**src/rtl/pwf_pkg.sv**
```systemverilog
// ----------------------------------------------------------------------------
// pwf_pkg: shared types and constants
// fixed-point widths, register indexes and saturation helper for the
// particle wall friction pipeline
// ----------------------------------------------------------------------------
`default_nettype none

package pwf_pkg;

    localparam int FRAC_BITS  = 16;
    localparam int VW         = 32;               // velocity / position width
    localparam int TS_W       = 17;               // time step width
    localparam int MU_W       = 21;               // friction width
    localparam int LIM_W      = MU_W + VW;        // friction * |vn|
    localparam int SQ_W       = 2 * VW;           // sum of squares
    localparam int Q_W        = FRAC_BITS;        // slide quotient width
    localparam int PROD_W     = VW + Q_W + 2;     // tangent * scale
    localparam int FPROD_W    = VW + TS_W + 1;    // time step * velocity
    localparam int IDX_W      = 3;
    localparam int FIFO_DEPTH = 4;
    localparam int FIFO_AW    = 2;
    localparam int IN_W       = 6 * VW;
    localparam int OUT_W      = 104;              // 3 * VW + 3 padded to bytes

    localparam logic signed [2*VW-1:0] WIDE_MAX = (64'sd1 <<< (VW - 1)) - 64'sd1;
    localparam logic signed [2*VW-1:0] WIDE_MIN = -(64'sd1 <<< (VW - 1));

    typedef enum logic [IDX_W-1:0] {
        REG_BOX_MIN_X = 3'd0,
        REG_BOX_MIN_Y = 3'd1,
        REG_BOX_MIN_Z = 3'd2,
        REG_BOX_MAX_X = 3'd3,
        REG_BOX_MAX_Y = 3'd4,
        REG_BOX_MAX_Z = 3'd5,
        REG_TIME_STEP = 3'd6,
        REG_FRICTION  = 3'd7
    } reg_idx_t;

    typedef struct packed {
        logic [2:0][VW-1:0] box_min;
        logic [2:0][VW-1:0] box_max;
        logic [TS_W-1:0]    time_step;
        logic [MU_W-1:0]    friction;
    } cfg_t;

    // classified item handed from front to back
    typedef struct packed {
        logic signed [VW-1:0] vel_x;
        logic signed [VW-1:0] vel_y;
        logic signed [VW-1:0] vel_z;
        logic [2:0]           hit_mask;
    } item_t;

    // velocity rotated so that va is the wall normal
    typedef struct packed {
        logic                 valid;
        logic                 en;
        logic [2:0]           mask;
        logic signed [VW-1:0] va;
        logic signed [VW-1:0] vb;
        logic signed [VW-1:0] vc;
    } wall_bus_t;

    function automatic logic signed [VW-1:0] sat_vel(input logic signed [2*VW-1:0] x);
        logic signed [VW-1:0] r;
        if (x > WIDE_MAX) begin
            r = WIDE_MAX[VW-1:0];
        end else if (x < WIDE_MIN) begin
            r = WIDE_MIN[VW-1:0];
        end else begin
            r = x[VW-1:0];
        end
        return r;
    endfunction

endpackage

`default_nettype wire

```
**src/rtl/pwf_fifo.sv**
```systemverilog
// ----------------------------------------------------------------------------
// pwf_fifo: short queue between front and back
// register file queue, head shown combinationally
// ----------------------------------------------------------------------------
`default_nettype none

module pwf_fifo
    import pwf_pkg::*;
(
    input  wire logic      aclk,
    input  wire logic      aresetn,
    input  wire logic      push,
    input  wire item_t     push_item,
    input  wire logic      pop,
    output logic           full,
    output logic           empty,
    output logic [FIFO_AW:0] count,
    output item_t          head
);

    item_t                mem_reg [FIFO_DEPTH];
    logic [FIFO_AW-1:0]   wr_ptr_reg, rd_ptr_reg;
    logic [FIFO_AW:0]     count_reg, count_next;
    logic                 do_push, do_pop;

    assign full    = (count_reg == (FIFO_AW+1)'(FIFO_DEPTH));
    assign empty   = (count_reg == '0);
    assign count   = count_reg;
    assign head    = mem_reg[rd_ptr_reg];
    assign do_push = push && !full;
    assign do_pop  = pop && !empty;

    always_comb begin
        count_next = count_reg;
        if (do_push && !do_pop) begin
            count_next = count_reg + 1'b1;
        end else if (do_pop && !do_push) begin
            count_next = count_reg - 1'b1;
        end
    end

    always_ff @(posedge aclk) begin
        if (!aresetn) begin
            wr_ptr_reg <= '0;
            rd_ptr_reg <= '0;
            count_reg  <= '0;
        end else begin
            count_reg <= count_next;
            if (do_push) begin
                wr_ptr_reg <= wr_ptr_reg + 1'b1;
            end
            if (do_pop) begin
                rd_ptr_reg <= rd_ptr_reg + 1'b1;
            end
        end
    end

    always_ff @(posedge aclk) begin
        if (do_push) begin
            mem_reg[wr_ptr_reg] <= push_item;
        end
    end

endmodule

`default_nettype wire

```
**config.mk**
```make
export PLATFORM = sky130hd
export DESIGN_NAME = pwf_fifo
export DESIGN_NICKNAME = d
export VERILOG_FILES = /design/src/rtl/pwf_pkg.sv /design/src/rtl/pwf_fifo.sv
export SDC_FILE = /design/constraint.sdc
export NUM_CORES = 1
export LEC_CHECK = 0
export CAP_MARGIN = 30
export CORE_ASPECT_RATIO = 1.75
export CORE_MARGIN = 5
export CORE_UTILIZATION = 65
export DETAILED_ROUTE_END_ITERATION = 12
export DONT_BUFFER_PORTS = 1
export HOLD_SLACK_MARGIN = 0.03
export PLACE_DENSITY = 0.81
export SLEW_MARGIN = 25
export SYNTH_ARGS = -nofsm -noshare
export SYNTH_HDL_FRONTEND = slang
export SYNTH_SLANG_ARGS = --single-unit
```
**constraint.sdc**
```tcl
create_clock -name aclk -period 6.9 [get_ports aclk]
set_input_delay 0.69 -clock aclk [delete_from_list [all_inputs] [get_ports aclk]]
set_output_delay 0.69 -clock aclk [all_outputs]
set_load 0.02 [all_outputs]
```
==> run summary <==
Root Driver: clkbuf_16
Total GRT Usage: 21.8%
commonest non-fill, non-tap cell in the layout: edfxtp_1
Yosys cell types: 24
GP Congestion: 0.800
syn_area_per_cell: 26.1 µm²
Die H: 209 µm
Setup crit end kind: register
CTS sink cnt: 405
DR pass1 iterations: 5
initial antenna violation count: 0
Netlist Area Pre-Place: 14700 µm²
gr ovfl total: 0
DRT Wirelength: 27.3 mm
number of global-route vias before repair: 6404
IO buf count: 0
H-Tree Depth: 2
# IOs: 207
worst hold-check path type: in2reg
Max Freq: 0.294 GHz
PwrDens: 399 nW/µm²
antenna diode count: 0
Final Slew Violations: 0
worst r2r path cells: 4
Placed Area: 15100 µm²
nets: 695
routed length per instance: 30.0 µm
Slew HR: 38.8%
RR Startpoint: count[0]
Rows: 73
core footprint: 22600 µm²
commonest cells after routing, fill and taps aside: edfxtp_1, mux4_2, clkbuf_16, dfxtp_1, clkbuf_1
DIE WIDTH: 124 µm
Crit Path Category: reg2reg
Via density: 6.45
CTS clock-pin slew for the worst setup and hold paths: 0.07 ns
Crit. Startpoint: count[0]
Synth warnings: 0
Post-CTS Setup Repair Bufs: 0
Reg-to-Reg End: mem_reg[0][29]
cts hold-fix bufs: 0
DRT antenna net count: 0
Syn Inst Count: 565
Seq/Total Area, Yosys: 82.0%
#FFs+latches synth: 405
post-route cell area: 16300 µm²
Worst setup SP type: register
crit path max fanout: 51
Worst Tran Pin Value: 0.918 ns
Initial Util: 65.3%
pin count of the biggest net entering global routing: 87
DIE AREA: 25900 µm²
final setup fails: 0
setup_tns: 0 ns
Worst Path Arrival: 3.53 ns
area growth from synthesis to layout: 10.5%
Syn Nets: 674
max-cap check violation count: 0
Pleak: 4.99 nW
status: finished clean
CTS tree: built
share of cells above drive strength 1: 27.0%
Num CTS Buffers: 34
fin crit share: 49.3%
Max VDD drop: 0.301 mV
Final Hold Fails: 0
CP Data Required Time: 7.03 ns
Remaining DRCs: 0
DPL Wire Length: 16.6 mm
Initial DRC Count: 549
Worst Setup EP: mem_reg[0][29]
first-pass GRT wire length: 40.8 mm
routed via count: 5878
worst-skew pair later-pin latency: 0.49 ns
final setup skew: 0.00883 ns
max reg flops: 396
clk buf depth: 3
reg2reg setup slack: 3.50 ns
fin crit period: 3.40 ns
RSZ-0062 raised after global routing: false
PostCTS Resize Cnt: 0
==> final cells by class <==
| cell class | instances | area [µm²] |
|---|---|---|
| clock inverter | 19 | 226 |
| sequential | 405 | 12100 |
| multi-input combinational | 133 | 2510 |
| inverter | 3 | 11.3 |
| timing repair buffer | 9 | 116 |
| clock buffer | 43 | 948 |
| fill | 1228 | 6290 |
| tap | 300 | 375 |
==> critical path: stages, from the launching register on <==
cell     delay, ns
dfxtp_1       0.61
nor3b_1       0.25
nor2b_1       0.63
and2_4        0.76
buf_4         0.72
==> report_power, final <==
part           total, W  switching (W)  internal (W)
clock           0.00198       0.000808       0.00117
sequential      0.00310       0.000112       0.00299
combinational   0.00141       0.000880      0.000532
==> cell families after synthesis <==
group                    after synthesis  synth area share (%)
XOR/XNOR                               4                 0.238
AND/OR/NAND/NOR                       17                 0.654
flip-flops                           405                  82.0
adder cells (fa/ha/maj)                6                 0.561
multiplexers                         102                  15.3
AO/OA/AOI/OAI                          4                 0.195
buffers and inverters                 27                  1.00
==> metal layers <==
layer / track usage (%) / wire length (µm) / vias up
li1: - / - / 2451
met1: 26.8 / 8980 / 3126
met2: 37.0 / 15000 / 246
met3: 6.17 / 2390 / 55
met4: 7.99 / 908 / 0
met5: 0 / 0 / -
==> synth_stat cells <==
library cell / number / area, µm²
edfxtp_1: 396 / 11900
or3_1: 1 / 6.26
a21boi_0: 1 / 7.51
nor3_1: 1 / 5.00
ha_1: 5 / 62.6
inv_1: 3 / 11.3
buf_4: 1 / 7.51
xor2_1: 1 / 8.76
o31ai_1: 1 / 7.51
buf_6: 1 / 11.3
buf_8: 2 / 30.0
xnor2_1: 3 / 26.3
and2_1: 8 / 50.1
fa_1: 1 / 20.0
clkbuf_1: 10 / 37.5
o21ai_0: 1 / 5.00
mux2i_1: 3 / 30.0
buf_2: 10 / 50.1
nor2b_1: 2 / 12.5
o311ai_0: 1 / 8.76
nor3b_1: 1 / 7.51
dfxtp_1: 9 / 180
nand2_1: 4 / 15.0
mux4_2: 99 / 2230
==> per-stage QoR <==
stage	std cells	util [%]	power, W	setup WS (ns)	hold WS [ns]
4_1_cts	911	72.0	0.00655	3.31	0.255
2_1_floorplan	565	-	0.00432	2.97	0.468
3_5_place_dp	849	66.8	0.00458	3.49	0.538
3_3_place_gp	847	66.6	0.00450	3.46	0.478
6_report	912	72.1	0.00649	3.50	0.279
5_1_grt	912	72.1	0.00675	3.30	0.253
==> how the worst min path moves through the flow <==
stage                        from              to  slack, ns  cells after the start
floorplan           wr_ptr_reg[1]   wr_ptr_reg[1]       0.47                      2
global placement    wr_ptr_reg[1]   wr_ptr_reg[1]       0.48                      2
detailed placement  wr_ptr_reg[1]   wr_ptr_reg[1]       0.54                      2
CTS                 push_item[43]  mem_reg[1][43]       0.26                      0
global route        push_item[43]  mem_reg[1][43]       0.25                      0
finish              push_item[59]  mem_reg[0][59]       0.28                      0
No activity file was read; power rests on OpenSTA's default activity.
