--- config.mk ---
export PLATFORM = sky130hd
export DESIGN_NAME = pwf_front
export DESIGN_NICKNAME = d
export VERILOG_FILES = /design/src/rtl/pwf_pkg.sv /design/src/rtl/pwf_front.sv
export SDC_FILE = /design/constraint.sdc
export NUM_CORES = 2
export LEC_CHECK = 0
export BUFFER_PORTS_ARGS = -buffer_cell sky130_fd_sc_hd__buf_2
export CAP_MARGIN = 15
export CORE_ASPECT_RATIO = 0.6
export CORE_MARGIN = 10
export CORE_UTILIZATION = 50
export DETAILED_ROUTE_END_ITERATION = 7
export PLACE_DENSITY = 0.76
export SETUP_SLACK_MARGIN = 0.5
export SLEW_MARGIN = 25
export SYNTH_ARGS = -nofsm -noshare
export SYNTH_HDL_FRONTEND = slang
export SYNTH_SLANG_ARGS = --single-unit
--- constraint.sdc ---
create_clock -name aclk -period 11.6 [get_ports aclk]
set_input_delay 1.16 -clock aclk [delete_from_list [all_inputs] [get_ports aclk]]
set_output_delay 1.16 -clock aclk [all_outputs]
set_load 0.1 [all_outputs]
--- src/rtl/pwf_pkg.sv ---
// ----------------------------------------------------------------------------
// pwf_pkg: shared types and constants
// fixed-point widths, register indexes and saturation helper for the
// particle wall friction pipeline
// ----------------------------------------------------------------------------
`default_nettype none

package pwf_pkg;

    localparam int FRAC_BITS  = 16;
    localparam int VW         = 32;               // velocity / position width
    localparam int TS_W       = 17;               // time step width
    localparam int MU_W       = 21;               // friction width
    localparam int LIM_W      = MU_W + VW;        // friction * |vn|
    localparam int SQ_W       = 2 * VW;           // sum of squares
    localparam int Q_W        = FRAC_BITS;        // slide quotient width
    localparam int PROD_W     = VW + Q_W + 2;     // tangent * scale
    localparam int FPROD_W    = VW + TS_W + 1;    // time step * velocity
    localparam int IDX_W      = 3;
    localparam int FIFO_DEPTH = 4;
    localparam int FIFO_AW    = 2;
    localparam int IN_W       = 6 * VW;
    localparam int OUT_W      = 104;              // 3 * VW + 3 padded to bytes

    localparam logic signed [2*VW-1:0] WIDE_MAX = (64'sd1 <<< (VW - 1)) - 64'sd1;
    localparam logic signed [2*VW-1:0] WIDE_MIN = -(64'sd1 <<< (VW - 1));

    typedef enum logic [IDX_W-1:0] {
        REG_BOX_MIN_X = 3'd0,
        REG_BOX_MIN_Y = 3'd1,
        REG_BOX_MIN_Z = 3'd2,
        REG_BOX_MAX_X = 3'd3,
        REG_BOX_MAX_Y = 3'd4,
        REG_BOX_MAX_Z = 3'd5,
        REG_TIME_STEP = 3'd6,
        REG_FRICTION  = 3'd7
    } reg_idx_t;

    typedef struct packed {
        logic [2:0][VW-1:0] box_min;
        logic [2:0][VW-1:0] box_max;
        logic [TS_W-1:0]    time_step;
        logic [MU_W-1:0]    friction;
    } cfg_t;

    // classified item handed from front to back
    typedef struct packed {
        logic signed [VW-1:0] vel_x;
        logic signed [VW-1:0] vel_y;
        logic signed [VW-1:0] vel_z;
        logic [2:0]           hit_mask;
    } item_t;

    // velocity rotated so that va is the wall normal
    typedef struct packed {
        logic                 valid;
        logic                 en;
        logic [2:0]           mask;
        logic signed [VW-1:0] va;
        logic signed [VW-1:0] vb;
        logic signed [VW-1:0] vc;
    } wall_bus_t;

    function automatic logic signed [VW-1:0] sat_vel(input logic signed [2*VW-1:0] x);
        logic signed [VW-1:0] r;
        if (x > WIDE_MAX) begin
            r = WIDE_MAX[VW-1:0];
        end else if (x < WIDE_MIN) begin
            r = WIDE_MIN[VW-1:0];
        end else begin
            r = x[VW-1:0];
        end
        return r;
    endfunction

endpackage

`default_nettype wire

--- src/rtl/pwf_front.sv ---
// ----------------------------------------------------------------------------
// pwf_front: position prediction and wall classification
// one register stage for the time step products, then saturating add and
// box compare straight into the queue
// ----------------------------------------------------------------------------
`default_nettype none

module pwf_front
    import pwf_pkg::*;
(
    input  wire logic             aclk,
    input  wire logic             aresetn,
    input  wire cfg_t             cfg,
    input  wire logic             s_tvalid,
    output logic                  s_tready,
    input  wire logic [IN_W-1:0]  s_tdata,
    output logic                  push_valid,
    input  wire logic             push_ready,
    output item_t                 push_item
);

    logic                               f_valid_reg, f_valid_next;
    logic signed [2:0][VW-1:0]          pos_reg;
    logic signed [2:0][VW-1:0]          vel_reg;
    logic signed [2:0][FPROD_W-1:0]     prod_reg;
    logic                               accept;

    assign s_tready   = !f_valid_reg || push_ready;
    assign accept     = s_tvalid && s_tready;
    assign push_valid = f_valid_reg;

    always_comb begin
        f_valid_next = f_valid_reg;
        if (accept) begin
            f_valid_next = 1'b1;
        end else if (push_ready) begin
            f_valid_next = 1'b0;
        end
    end

    always_ff @(posedge aclk) begin
        if (!aresetn) begin
            f_valid_reg <= 1'b0;
        end else begin
            f_valid_reg <= f_valid_next;
        end
    end

    always_ff @(posedge aclk) begin
        if (accept) begin
            for (int k = 0; k < 3; k++) begin
                pos_reg[k]  <= s_tdata[k*VW +: VW];
                vel_reg[k]  <= s_tdata[(3+k)*VW +: VW];
                prod_reg[k] <= $signed({1'b0, cfg.time_step})
                               * $signed(s_tdata[(3+k)*VW +: VW]);
            end
        end
    end

    always_comb begin
        logic signed [VW-1:0] pred;
        logic [2:0]           hit;
        for (int k = 0; k < 3; k++) begin
            // element selects of a packed array are unsigned, so re-sign them
            pred = sat_vel((2*VW)'($signed(pos_reg[k]))
                           + (2*VW)'($signed(prod_reg[k]) >>> FRAC_BITS));
            hit[k] = (pred > $signed(cfg.box_max[k])) || (pred < $signed(cfg.box_min[k]));
        end
        push_item.vel_x    = vel_reg[0];
        push_item.vel_y    = vel_reg[1];
        push_item.vel_z    = vel_reg[2];
        push_item.hit_mask = hit;
    end

endmodule

`default_nettype wire

==> results by stage <==
Timing:
- The final critical delay including setup and external delays is 9.50 ns.
- Setup violations remaining at the end of the flow were counted as 0.
- Setup repair after global routing left no endpoint under its margin.
- The highest attainable clock frequency is 105 MHz.
- Adding up every negative setup slack in the final design gives 0 ns.
- The count of endpoints failing hold in the final timing report is 0.
- The final critical path takes up 81.9% of the cycle.
- The number of pins with negative max-slew slack in the final report is 0.
- The normalized max-slew margin is 36.7%.
- On the final layout, the worst clock skew is 0.0225 ns.
- For the pin with the worst max-slew slack, the measured transition is 0.949 ns.

Placed design:
- The number of cells after detailed placement is 10.0k.
- The detailed placer's ending HPWL is 165000 µm.
- Routability-driven placement finished with a final weighted congestion of 0.923.
- The number of port buffers is 505.

Critical path:
- The worst setup path is launched from a flip-flop.
- The highest net fanout along the worst path is 31.
- The path type of the worst setup path is flip-flop to output port.
- STA puts the critical path data arrival time at 8.34 ns.
- The kind of cell with the highest combined delay along the critical path is compound AO/OA/AOI/OAI gates.
- For the worst setup path, the data required time is 10.44 ns.
- The sort of element at the end of the critical path is an output port.
- Walking the worst path, the cells encountered are ha_1, a211oi_2, o21ai_2, a31oi_1, o31ai_1, a31oi_1, o21ai_1, a31oi_1, xnor2_1, nand2_1, nand2_1, o21ai_0, ha_1, nand4_1, nor2_1, nand4_1, a2111oi_0, nand4_1, a311oi_1, nor2_1, o221ai_1, buf_2.
- The slowest stage of the critical path belongs to the cell a2111oi_0.
- The delay contributed by the slowest stage of the critical path is 0.72 ns.
- The critical path buffer and inverter count is 1.

Yosys:
- Of all flip-flops after synthesis, the portion carrying an async set or reset was 0%.
- The synthesis warning total is 0.
- The post-synthesis cell count is 7857.
- The number of nets handed over by synthesis was 10.5k.
- The distinct cell type count of the synthesized netlist is 85.
- The top cell type by area accounts for 42.4% of the synthesized area.
- Summed over all instances, the cell type with the most area after synthesis is fa_1.
- The mean area per synthesized cell is 9.37 µm².
- The cell area that synthesis handed to floorplanning was 73600 µm².
- The most used flip-flop cell after synthesis is edfxtp_1.
- The number of synthesized flops with an enable pin is 294.
- The post-synthesis sequential element count is 295.
- After synthesis, flip-flops and latches occupy 12.0% of the total area.
- After synthesis, the cell types taking the most area are fa_1 42%, edfxtp_1 12%, ha_1 11%.

Final layout:
- The number of flip-flops in the largest register is 102.
- The fill cell total of the finished layout is 12.8k.
- The number of nets in the layout is 10.7k.
- The post-route core utilization is 54.4%.
- Compared with the post-synthesis result, the final layout area differs by 7.40%.
- The count of cells in the finished layout, fillers not included, comes to 10.1k.
- The share of post-route cells with drive strength above 1 is 7.92%.

Global route:
- The overall global routing resource usage is 26.1%.
- The first-pass GRT wire length is 339000 µm.
- The via count of the first global-routing pass is 61.0k.
- For this run the aggregate overflow at the end of global routing stands at 0.
- The initial antenna violation count is 12.
- The maximum number of pins on one net before global-route repair is 124.

Die:
- The floorplan has 108 rows.
- The width of the die is 515 µm.
- Once the floorplan was initialized, standard cells occupied 50.6% of the core.
- The die height is 317 µm.
- The number of primary I/O pins is 527.
- The area of the core region is 145000 µm².
- The die footprint is 164000 µm².

Detailed routing:
- The via-per-instance ratio is 5.49.
- The violation count after the first detailed-routing iteration is 4621.
- For this run, design rule violations remaining after detail routing come to 0.
- Detailed routing inserted a total of 55.4k vias.
- The post-route antenna net violation count is 0.
- The first-pass iteration count of the detailed router is 7.
- The average routed wire per standard cell is 20.9 µm.
- The final wirelength is 210000 µm.

CTS:
- Counting every sink on the clock net gives 295.
- Buffers inserted to repair hold after CTS numbered 0.
- The maximum buffer depth of the clock tree is 3.
- The cell chosen for the clock root is clkbuf_16.
- TritonCTS built the clock tree.
- After clock tree synthesis, the setup repair step added 0 buffers.
- For the worst-skew pair, the clock arrives at the later sink with an insertion delay of 0.62 ns.
- After clock tree synthesis, the clock-pin slew on the worst setup and hold paths is 0.06 ns.
- Clock tree synthesis inserted a total of 37 buffers.
- The H-tree was split into 2 levels.
- Once the clock tree was built, the resizer swapped 0 gates to a different size.

Run:
- Max-cap violations in this run came to 0.

Min path:
- The kind of path behind the tightest hold check is flip-flop to flip-flop.

Outcome:
- The run finished with clean final reports.
through the flow:
step                      hold WS [ns]  setup WS, ns  cell area, µm²
after floorplan                   1.26          2.20           73600
after global placement           0.508          2.67           77700
after detailed placement         0.527          2.51           77700
after CTS                        0.534          2.50           79100
after global routing             0.577          1.78           79100
final                            0.528          2.10           79100
worst paths after layout:
kind	cells past startpoint	start	slack, ns	to
min	2	push_valid$_SDFFE_PN0P_	0.53	push_valid$_SDFFE_PN0P_
min reg2reg	2	push_valid$_SDFFE_PN0P_	0.53	push_valid$_SDFFE_PN0P_
max reg2reg	4	push_valid$_SDFFE_PN0P_	8.72	push_item[11]$_DFFE_PP_
max	22	prod_reg[117]$_DFFE_PP_	2.10	push_item[2]
cells by family after synthesis:
| kind of cell | after synthesis | synth area share, % |
|---|---|---|
| simple gates | 2150 | 13.8 |
| fa+ha+maj | 2196 | 53.2 |
| flops | 295 | 12.0 |
| buf+inv | 2202 | 11.3 |
| mux | 4 | 0.0561 |
| compound gates | 805 | 7.20 |
| xor+xnor | 205 | 2.44 |
cells in the final DEF (no fill, tap or decap), types with 7 or more instances in the layout:
cell,instances
o31ai_1,7
xnor2_1,134
a211oi_1,21
o21a_1,24
ha_1,636
nand4_1,66
a31o_2,7
a21oi_1,210
a31oi_1,24
nor3_1,26
bufinv_16,8
nand2_1,1148
nor2_1,140
or3_1,7
a221o_1,7
and3_1,29
edfxtp_1,294
and4_1,9
nand2b_1,26
o211ai_1,15
o21ai_0,171
inv_1,1885
nor2b_1,45
buf_2,493
o21bai_1,21
a21o_1,198
fa_1,1560
o21ai_1,13
o31a_1,7
and2_1,592
clkinv_2,7
buf_4,48
clkbuf_16,38
a21boi_0,9
xor2_1,71
nand3_1,40
cells in the mapped netlist (24+ instances only):
library cell	number
a31oi_1	24
and2_1	593
fa_1	1560
nor2_1	141
nand2_1	1148
ha_1	636
o21ai_0	171
nand4_1	66
xor2_1	71
nor3_1	26
xnor2_1	134
a21oi_1	210
edfxtp_1	294
inv_1	1885
o21a_1	24
nor2b_1	45
nand3_1	40
a21o_1	198
nand2b_1	26
and3_1	29
clkbuf_1	303
routing by layer:
metal / wire, µm / GRT usage, % / vias up
met3: 25000 / 7.44 / 296
li1: - / - / 24295
met4: 4080 / 5.24 / 2
met2: 92100 / 39.6 / 2822
met1: 89100 / 37.6 / 27965
met5: 13 / 0 / -
layout make-up:
cell class | count | area, µm² | area share [%]
multi-input combinational | 5360 | 56500 | 71.4
sequential | 295 | 8850 | 11.2
clock buffer | 43 | 970 | 1.23
antenna | 6 | 15.0 | 0.0190
inverter | 1885 | 7080 | 8.95
tap | 1925 | 2410 | 3.05
clock inverter | 24 | 350 | 0.443
timing repair buffer | 546 | 2910 | 3.68
tightest hold or removal path: stages (launching register included):
cell and delay (ns):
dfxtp_1 0.30, nand2b_1 0.10, a21boi_0 0.08
Power is left out: the tool's default activity adds up to more than one toggle a clock period on the data nets, which glitch-free logic cannot reach.
